## src/olid_pkg.sv

```systemverilog
package olid_pkg;

    // List sizing. The store has 2**IDX_W cells; the list may be capped lower.
    localparam int CAPACITY  = 32;
    localparam int IDX_W     = 5;
    localparam int CELLS     = 1 << IDX_W;
    localparam int CAP_LIMIT = (CAPACITY < CELLS) ? CAPACITY : CELLS;
    localparam int CNT_W     = IDX_W + 1;
    localparam int DATA_W    = 32;

    // Command codes.
    localparam logic [1:0] CMD_APPEND = 2'd0;
    localparam logic [1:0] CMD_INSERT = 2'd1;
    localparam logic [1:0] CMD_DELETE = 2'd2;
    localparam logic [1:0] CMD_READ   = 2'd3;

    // Status codes.
    localparam logic [1:0] STAT_DONE   = 2'd0;
    localparam logic [1:0] STAT_BADIDX = 2'd1;
    localparam logic [1:0] STAT_FULL   = 2'd2;
    localparam logic [1:0] STAT_EMPTY  = 2'd3;

    typedef enum logic [1:0] {
        ST_IDLE,
        ST_MOVE,
        ST_READ,
        ST_RESP
    } state_t;

    // Access request from the controller to the entry store.
    typedef struct packed {
        logic              wr_en;
        logic [IDX_W-1:0]  wr_addr;
        logic [DATA_W-1:0] wr_data;
        logic              rd_en;
        logic [IDX_W-1:0]  rd_addr;
    } ram_req_t;

endpackage

```

## src/olid_ram.sv

```systemverilog
module olid_ram (
    input  logic                          aclk,
    input  olid_pkg::ram_req_t            req,
    output logic [olid_pkg::DATA_W-1:0]   rd_data
);

    logic [olid_pkg::DATA_W-1:0] mem [olid_pkg::CELLS];
    logic [olid_pkg::DATA_W-1:0] rd_data_reg;

    // One write port.
    always_ff @(posedge aclk) begin
        if (req.wr_en) begin
            mem[req.wr_addr] <= req.wr_data;
        end
    end

    // One read port; the data holds until the next read.
    always_ff @(posedge aclk) begin
        if (req.rd_en) begin
            rd_data_reg <= mem[req.rd_addr];
        end
    end

    assign rd_data = rd_data_reg;

endmodule

```

## src/ordered_list_insert_delete_core.sv

```systemverilog
// Ordered list of up to CAPACITY signed 32-bit values held in an entry memory
// with one write port and one registered read port.
// Input channel (s_valid/s_ready) takes one command per beat: append, insert
// at a position, delete at a position, or read out. The result channel
// (m_valid/m_ready) returns one beat per command, or one beat per entry for a
// read out, with m_last on the final beat of each command.
// Append and every rejected command put their result in the output register
// from the response state once that register is free. Insert and delete
// move one entry per cycle (a read, written back one cell over in the next
// cycle), and then pass to the response state. A read out emits one entry
// per cycle while the receiver takes them, waiting whenever it stalls.
// A new command is accepted whenever the controller is idle, in the cycle
// after the final result beat of the previous command is loaded, even
// while that result still waits in the output register.
// When the receiver stalls, the result stays in the output register and the
// controller waits; a read out resumes where it stopped.
// Reset (aresetn low, synchronous) empties the list and drops any pending
// result; the memory itself is not cleared, since only entries below the
// length are ever read.
module ordered_list_insert_delete_core (
    input  logic                aclk,
    input  logic                aresetn,

    input  logic                s_valid,
    output logic                s_ready,
    input  logic [1:0]          s_cmd,
    input  logic [5:0]          s_position,
    input  logic signed [31:0]  s_value,

    output logic                m_valid,
    input  logic                m_ready,
    output logic [1:0]          m_status,
    output logic signed [31:0]  m_entry_value,
    output logic [4:0]          m_entry_index,
    output logic [5:0]          m_length,
    output logic                m_last
);

    localparam int IDX_W  = olid_pkg::IDX_W;
    localparam int CNT_W  = olid_pkg::CNT_W;
    localparam int DATA_W = olid_pkg::DATA_W;

    olid_pkg::state_t   state_reg, state_next;
    logic [CNT_W-1:0]   count_reg, count_next;
    logic [DATA_W-1:0]  val_reg, val_next;
    logic [IDX_W-1:0]   pos_reg, pos_next;
    logic               ins_reg, ins_next;
    logic [IDX_W-1:0]   src_reg, src_next;
    logic [CNT_W-1:0]   left_reg, left_next;
    logic               pend_reg, pend_next;
    logic [IDX_W-1:0]   pend_addr_reg, pend_addr_next;
    logic [IDX_W-1:0]   rd_idx_reg, rd_idx_next;
    logic [1:0]         status_reg, status_next;

    logic               m_valid_reg, m_valid_next;
    logic [1:0]         m_status_reg;
    logic [DATA_W-1:0]  m_entry_value_reg;
    logic [IDX_W-1:0]   m_entry_index_reg;
    logic [CNT_W-1:0]   m_length_reg;
    logic               m_last_reg;

    logic               out_load;
    logic [1:0]         o_status;
    logic [DATA_W-1:0]  o_value;
    logic [IDX_W-1:0]   o_index;
    logic               o_last;

    logic               slot_free;
    logic               list_full;
    logic               last_hit;

    olid_pkg::ram_req_t ram_req;
    logic [DATA_W-1:0]  rd_data;

    olid_ram u_ram (
        .aclk    (aclk),
        .req     (ram_req),
        .rd_data (rd_data)
    );

    assign slot_free = !m_valid_reg || m_ready;
    assign list_full = (count_reg >= CNT_W'(olid_pkg::CAP_LIMIT));
    assign last_hit  = (({1'b0, rd_idx_reg} + CNT_W'(1)) == count_reg);
    assign s_ready   = (state_reg == olid_pkg::ST_IDLE);

    // Controller: command decode, memory walk for insert and delete, read out.
    always_comb begin
        state_next     = state_reg;
        count_next     = count_reg;
        val_next       = val_reg;
        pos_next       = pos_reg;
        ins_next       = ins_reg;
        src_next       = src_reg;
        left_next      = left_reg;
        pend_next      = pend_reg;
        pend_addr_next = pend_addr_reg;
        rd_idx_next    = rd_idx_reg;
        status_next    = status_reg;

        ram_req         = '0;
        out_load        = 1'b0;
        o_status        = olid_pkg::STAT_DONE;
        o_value         = '0;
        o_index         = '0;
        o_last          = 1'b1;

        case (state_reg)
            olid_pkg::ST_IDLE: begin
                if (s_valid) begin
                    status_next = olid_pkg::STAT_DONE;
                    case (s_cmd)
                        olid_pkg::CMD_APPEND: begin
                            state_next = olid_pkg::ST_RESP;
                            if (list_full) begin
                                status_next = olid_pkg::STAT_FULL;
                            end else begin
                                ram_req.wr_en   = 1'b1;
                                ram_req.wr_addr = count_reg[IDX_W-1:0];
                                ram_req.wr_data = $unsigned(s_value);
                                count_next      = count_reg + CNT_W'(1);
                            end
                        end
                        olid_pkg::CMD_INSERT: begin
                            if (s_position > count_reg) begin
                                status_next = olid_pkg::STAT_BADIDX;
                                state_next  = olid_pkg::ST_RESP;
                            end else if (list_full) begin
                                status_next = olid_pkg::STAT_FULL;
                                state_next  = olid_pkg::ST_RESP;
                            end else begin
                                val_next   = $unsigned(s_value);
                                pos_next   = s_position[IDX_W-1:0];
                                ins_next   = 1'b1;
                                left_next  = count_reg - s_position;
                                src_next   = count_reg[IDX_W-1:0] - IDX_W'(1);
                                pend_next  = 1'b0;
                                state_next = olid_pkg::ST_MOVE;
                            end
                        end
                        olid_pkg::CMD_DELETE: begin
                            if (s_position >= count_reg) begin
                                status_next = olid_pkg::STAT_BADIDX;
                                state_next  = olid_pkg::ST_RESP;
                            end else begin
                                pos_next   = s_position[IDX_W-1:0];
                                ins_next   = 1'b0;
                                left_next  = count_reg - s_position - CNT_W'(1);
                                src_next   = s_position[IDX_W-1:0] + IDX_W'(1);
                                pend_next  = 1'b0;
                                state_next = olid_pkg::ST_MOVE;
                            end
                        end
                        olid_pkg::CMD_READ: begin
                            if (count_reg == '0) begin
                                status_next = olid_pkg::STAT_EMPTY;
                                state_next  = olid_pkg::ST_RESP;
                            end else begin
                                ram_req.rd_en   = 1'b1;
                                ram_req.rd_addr = '0;
                                rd_idx_next     = '0;
                                state_next      = olid_pkg::ST_READ;
                            end
                        end
                        default: begin
                            state_next = olid_pkg::ST_IDLE;
                        end
                    endcase
                end
            end

            // Shift entries one cell a cycle: read the source, write it back
            // one cell up (insert) or down (delete) in the next cycle.
            olid_pkg::ST_MOVE: begin
                if (pend_reg) begin
                    ram_req.wr_en   = 1'b1;
                    ram_req.wr_addr = pend_addr_reg;
                    ram_req.wr_data = rd_data;
                end
                if (left_reg != '0) begin
                    ram_req.rd_en   = 1'b1;
                    ram_req.rd_addr = src_reg;
                    pend_next       = 1'b1;
                    pend_addr_next  = ins_reg ? src_reg + IDX_W'(1) : src_reg - IDX_W'(1);
                    src_next        = ins_reg ? src_reg - IDX_W'(1) : src_reg + IDX_W'(1);
                    left_next       = left_reg - CNT_W'(1);
                end else begin
                    pend_next = 1'b0;
                    if (!pend_reg) begin
                        if (ins_reg) begin
                            ram_req.wr_en   = 1'b1;
                            ram_req.wr_addr = pos_reg;
                            ram_req.wr_data = val_reg;
                            count_next      = count_reg + CNT_W'(1);
                        end else begin
                            count_next = count_reg - CNT_W'(1);
                        end
                        state_next = olid_pkg::ST_RESP;
                    end
                end
            end

            // Read out: one entry per beat, the next read issued as one leaves.
            olid_pkg::ST_READ: begin
                if (slot_free) begin
                    out_load = 1'b1;
                    o_status = olid_pkg::STAT_DONE;
                    o_value  = rd_data;
                    o_index  = rd_idx_reg;
                    o_last   = last_hit;
                    if (last_hit) begin
                        state_next = olid_pkg::ST_IDLE;
                    end else begin
                        ram_req.rd_en   = 1'b1;
                        ram_req.rd_addr = rd_idx_reg + IDX_W'(1);
                        rd_idx_next     = rd_idx_reg + IDX_W'(1);
                    end
                end
            end

            olid_pkg::ST_RESP: begin
                if (slot_free) begin
                    out_load   = 1'b1;
                    o_status   = status_reg;
                    state_next = olid_pkg::ST_IDLE;
                end
            end

            default: begin
                state_next = olid_pkg::ST_IDLE;
            end
        endcase
    end

    // Output register valid flag.
    always_comb begin
        if (out_load) begin
            m_valid_next = 1'b1;
        end else if (m_ready) begin
            m_valid_next = 1'b0;
        end else begin
            m_valid_next = m_valid_reg;
        end
    end

    // Control state.
    always_ff @(posedge aclk) begin
        if (!aresetn) begin
            state_reg   <= olid_pkg::ST_IDLE;
            count_reg   <= '0;
            pend_reg    <= 1'b0;
            m_valid_reg <= 1'b0;
        end else begin
            state_reg   <= state_next;
            count_reg   <= count_next;
            pend_reg    <= pend_next;
            m_valid_reg <= m_valid_next;
        end
    end

    // Working payload registers.
    always_ff @(posedge aclk) begin
        val_reg       <= val_next;
        pos_reg       <= pos_next;
        ins_reg       <= ins_next;
        src_reg       <= src_next;
        left_reg      <= left_next;
        pend_addr_reg <= pend_addr_next;
        rd_idx_reg    <= rd_idx_next;
        status_reg    <= status_next;
    end

    // Result payload register; the length always reflects the list after the command.
    always_ff @(posedge aclk) begin
        if (out_load) begin
            m_status_reg      <= o_status;
            m_entry_value_reg <= o_value;
            m_entry_index_reg <= o_index;
            m_length_reg      <= count_reg;
            m_last_reg        <= o_last;
        end
    end

    assign m_valid       = m_valid_reg;
    assign m_status      = m_status_reg;
    assign m_entry_value = $signed(m_entry_value_reg);
    assign m_entry_index = m_entry_index_reg;
    assign m_length      = m_length_reg;
    assign m_last        = m_last_reg;

    // The list never grows past its cap.
    assert property (@(posedge aclk) disable iff (!aresetn)
        count_reg <= CNT_W'(olid_pkg::CAP_LIMIT))
        else $error("list length exceeds capacity");

    // The shift walk never reads a cell in the same cycle it writes it.
    assert property (@(posedge aclk) disable iff (!aresetn)
        (ram_req.wr_en && ram_req.rd_en) |-> (ram_req.wr_addr != ram_req.rd_addr))
        else $error("memory read and write collide on one cell");

    // A read out leaves the length untouched.
    assert property (@(posedge aclk) disable iff (!aresetn)
        (state_reg == olid_pkg::ST_READ) |=> $stable(count_reg))
        else $error("length changed during read out");

endmodule
```

## config.mk

```make
export PLATFORM = sky130hd
export DESIGN_NAME = ordered_list_insert_delete_core
export DESIGN_NICKNAME = d
export VERILOG_FILES = /design/src/olid_pkg.sv /design/src/olid_ram.sv /design/src/ordered_list_insert_delete_core.sv
export SDC_FILE = /design/constraint.sdc
export NUM_CORES = 1
export LEC_CHECK = 0
export ABC_AREA = 1
export ABC_CLOCK_PERIOD_IN_PS = 3800
export BUFFER_PORTS_ARGS = -buffer_cell sky130_fd_sc_hd__buf_2
export CORE_UTILIZATION = 55
export CTS_CLUSTER_DIAMETER = 40
export CTS_CLUSTER_SIZE = 25
export DETAILED_ROUTE_END_ITERATION = 8
export MAX_ROUTING_LAYER = met4
export PLACE_DENSITY = 0.74
export SLEW_MARGIN = 10
export SYNTH_ARGS = -nofsm -noshare
export SYNTH_HDL_FRONTEND = slang
export SYNTH_HIERARCHICAL = 1
export SYNTH_SLANG_ARGS = --single-unit
```

## constraint.sdc

```tcl
create_clock -name aclk -period 3.8 [get_ports aclk]
set_input_delay 0.57 -clock aclk [delete_from_list [all_inputs] [get_ports aclk]]
set_output_delay 0.57 -clock aclk [all_outputs]
set_load 0.02 [all_outputs]
```

==> impl_metrics.py <==
metrics = {
    "die": {
        "dieArea_mm2": 0.0901,
        "start_util_pct": 55.9,
        "ios": 92,
        "die_y_um": 300,
        "coreArea_mm2": 0.0874,
        "die_x_um": 300,
        "fp-row-count": 108,
    },
    "setup_path": {
        "setup.worst_path.class": "register to register",
        "crit_path_cell_trace": "inv_1 > ha_1 > nand2_1 > nor3_2 > nand3_1 > inv_1 > nand3_1 > o211ai_1 > buf_4 > nand3_1 > buf_4 > nor2_4 > buf_4",
        "slowest_delay_ns": 0.85,
        "critical-path-slowest-cell": "nor2_4",
        "reg2reg_to": "u_ram/mem[11][14]$_DFFE_PP_",
        "cp_max_fo": 24,
        "reg2regPathDepth": 13,
        "arrival_ns": 4.06,
        "end_kind": "register",
        "rrSetupSlack_ns": 0.15,
        "worstSetupStartpointType": "register",
        "crit_required_ns": 4.21,
        "regToRegStartpoint": "left_reg[0]$_DFFE_PP_",
    },
    "worst_hold_path": {
        "min_from": "s_value[14]",
        "min_path_type": "primary input to register",
        "hold_depth": 1,
        "worstHoldEndpoint": "val_reg[14]$_DFFE_PP_",
    },
    "layout": {
        "syn_to_final_growth_pct": 15.8,
        "final_cell_area_mm2": 0.0566,
        "largest_register_ffs": 1024,
        "final_util_pct": 64.7,
        "regMostFlops": "u_ram/mem",
        "drive_gt1_share_pct": 13.7,
        "fillers": 6076,
        "final_nets": 4432,
    },
    "drt": {
        "drtIter0Drc": 4848,
        "post_drt_wl_per_cell_um": 22.9,
        "drc": 0,
        "num_vias": 33652,
        "drt_first_pass_iters": 6,
        "vias_per_cell": 5.97,
        "highest_layer": "met4",
        "met2WireLength_um": 60100,
        "route.met3.wl_um": 15600,
        "wl_met1_um": 49100,
        "antenna_left": 0,
        "wirelength_um": 129000,
    },
    "sta": {
        "finClkSkew_ns": 0.0280,
        "rsz0062_at_grt": "false",
        "slew_headroom_pct": 19.8,
        "final_max_slew_viol_count": 0,
        "finalCriticalPeriod_ns": 3.65,
        "hold_ws_ns": 0.0435,
        "worst_pin_slew_ns": 1.20,
        "finalHoldViolations": 0,
        "clock.fmax_ghz": 0.274,
        "setup_viol": 0,
        "finalCritPeriodShare_pct": 96.0,
        "tns_ns": 0,
    },
    "logic_synthesis": {
        "ys_ff_latch": 1173,
        "async_flop_share_pct": 0,
        "synth_xor_area_share_pct": 0.412,
        "yosysUniqueCellTypes": 37,
        "synth_area_leaders": "edfxtp_1, nand2_1, nand3_1",
        "syn_inst": 4183,
        "synth_area_leader_cell": "edfxtp_1",
        "seq_area_frac_synth_pct": 71.9,
        "synthesis.nets": 4242,
        "synthMuxAreaShare_pct": 0.0205,
        "synth.avg_cell_area_um2": 11.7,
        "synth_top_family_by_area": "simple AND/OR/NAND/NOR gates",
        "synth-adder-area-share_pct": 0.399,
        "synth-edff-count": 1163,
        "yosysTopAreaCellShare_pct": 71.5,
        "synth-simple-area-share_pct": 21.5,
        "ys.flop_type": "edfxtp_1",
        "synth_warnings": 6,
        "synthesis.area_mm2": 0.0489,
        "synth_compound_area_share_pct": 1.38,
    },
    "grt": {
        "grt_pass1_vias": 32501,
        "globalRouteOverflowTotal": 0,
        "grt_max_degree": 159,
        "grtUsageTotal_pct": 29.6,
        "antenna_found_initial": 1,
        "grt_pass1_wl_um": 194000,
    },
    "clock_network": {
        "ctsResizeCount": 0,
        "clk_pin_slew_worst_paths_ns": 0.06,
        "clock_latency_ns": 0.72,
        "ctsHoldBuffers": 0,
        "cts_setup_buffers": 0,
        "cts_root_buf": "clkbuf_16",
        "cts_tree": "done",
        "cts_buffers": 135,
        "clock_path_buffers": 3,
        "htreeDepth": 4,
        "clkSinkCount": 1173,
    },
    "place": {
        "hpwl_um": 73900,
        "place.gp.congestion": 0.890,
        "io_buffer_count": 91,
        "placed_cell_area_mm2": 0.0520,
    },
    "power": {
        "p_leak_uw": 0.0213,
        "powerDensity_mw_per_mm2": 789,
        "peakVddDrop_mv": 0.826,
        "finalPower_uw": 44700,
    },
    "run": {
        "cap_violations": 0,
    },
    "status": {
        "status": "finished, final reports clean",
    },
}
-- cell families (layout without fill, tap and decap cells) --
group / after synthesis / after routing
AO/OA/AOI/OAI: 101 / 101
flip-flops: 1173 / 1173
XOR/XNOR: 23 / 23
multiplexers: 1 / 1
buffers and inverters: 378 / 672
AND/OR/NAND/NOR: 2492 / 2493
other: 0 / 1
adder cells (fa/ha/maj): 15 / 15
-- cell usage after synthesis, drive strengths merged, types with 2 or more instances --
master  number
nand2     1515
edfxtp    1163
nand3      853
buf        213
inv        134
nor2       110
o221ai      33
clkbuf      30
o21ai       23
a21oi       21
xor2        18
ha          14
o211ai      13
dfxtp       10
nor3         6
a31oi        5
o22ai        5
xnor2        5
nand4        4
and3         2
or2          2
-- worst max path at each step --
stage | startpoint | endpoint | slack (ns) | depth (start not counted)
after global placement | left_reg[0]$_DFFE_PP_ | u_ram/mem[10][25]$_DFFE_PP_ | 0.25 | 13
final | left_reg[0]$_DFFE_PP_ | u_ram/mem[11][14]$_DFFE_PP_ | 0.15 | 13
after detailed placement | s_cmd[1] | u_ram/mem[10][25]$_DFFE_PP_ | 0.22 | 11
after CTS | left_reg[0]$_DFFE_PP_ | u_ram/mem[10][25]$_DFFE_PP_ | 0.21 | 13
after floorplan | left_reg[0]$_DFFE_PP_ | u_ram/mem[31][0]$_DFFE_PP_ | 0.21 | 11
after global routing | left_reg[0]$_DFFE_PP_ | u_ram/mem[11][14]$_DFFE_PP_ | 0.007 | 13
-- routing by layer --
metal	track usage, %	vias to the layer above
met3	5.08	343
met4	10.9	0
met2	45.4	2264
li1	-	14999
met5	-	-
met1	39.9	16046
-- layout by cell type (no fill, tap or decap), types with 2 or more instances in the layout --
master / Yosys / final
inv_1: 125 / 124
inv_6: 0 / 19
nand2_2: 3 / 3
dfxtp_1: 10 / 10
o211ai_1: 13 / 13
nand4_1: 4 / 4
clkinv_8: 0 / 2
clkinv_2: 0 / 18
clkinv_1: 1 / 8
inv_2: 8 / 7
nand3_1: 853 / 851
nor2_4: 1 / 35
clkbuf_16: 0 / 139
clkbuf_1: 30 / 11
o21ai_1: 2 / 2
nand2_1: 1512 / 1512
and3_1: 2 / 2
a21oi_1: 21 / 21
nor2_1: 106 / 72
inv_8: 1 / 7
o22ai_4: 0 / 5
or2_2: 2 / 2
o21ai_0: 21 / 21
clkinv_4: 0 / 11
nor3_1: 5 / 5
bufinv_16: 0 / 15
xor2_1: 18 / 18
o221ai_2: 0 / 31
buf_12: 0 / 66
buf_4: 27 / 138
a31oi_1: 5 / 5
xnor2_1: 5 / 5
clkinvlp_4: 0 / 15
ha_1: 14 / 14
nor2_2: 2 / 3
buf_2: 99 / 91
edfxtp_1: 1163 / 1163
nand3_2: 0 / 2
-- where the power goes --
part	switching, µW	internal (µW)	leakage (µW)
Combinational	11200	4610	0.00832
Sequential	309	15400	0.0108
Clock	5330	7820	0.00220
-- worst max-delay path: cells and delay by family (launching register included) --
kind	cells	cell delay, ns
buf+inv	5	1.11
simple gates	6	1.49
compound gates	1	0.15
flops	1	0.39
fa+ha+maj	1	0.19
-- per-stage QoR --
| stage | worst slack (ns) | instances |
|---|---|---|
| global route | 0.00652 | 5633 |
| floorplan | 0.210 | 4183 |
| global placement | 0.250 | 5390 |
| CTS | 0.214 | 5632 |
| finish | 0.150 | 5634 |
| detailed placement | 0.223 | 5390 |
-- final cells by class --
type | instances | area, µm² | area share [%]
clock inverter | 92 | 1030 | 1.83
tap | 1155 | 1450 | 2.55
multi-input combinational | 2633 | 12100 | 21.4
timing repair buffer | 295 | 2810 | 4.97
antenna | 1 | 2.50 | 0.00442
inverter | 135 | 536 | 0.946
clock buffer | 150 | 3520 | 6.22
sequential | 1173 | 35100 | 62.1
Power figures use the tool's default switching activity.
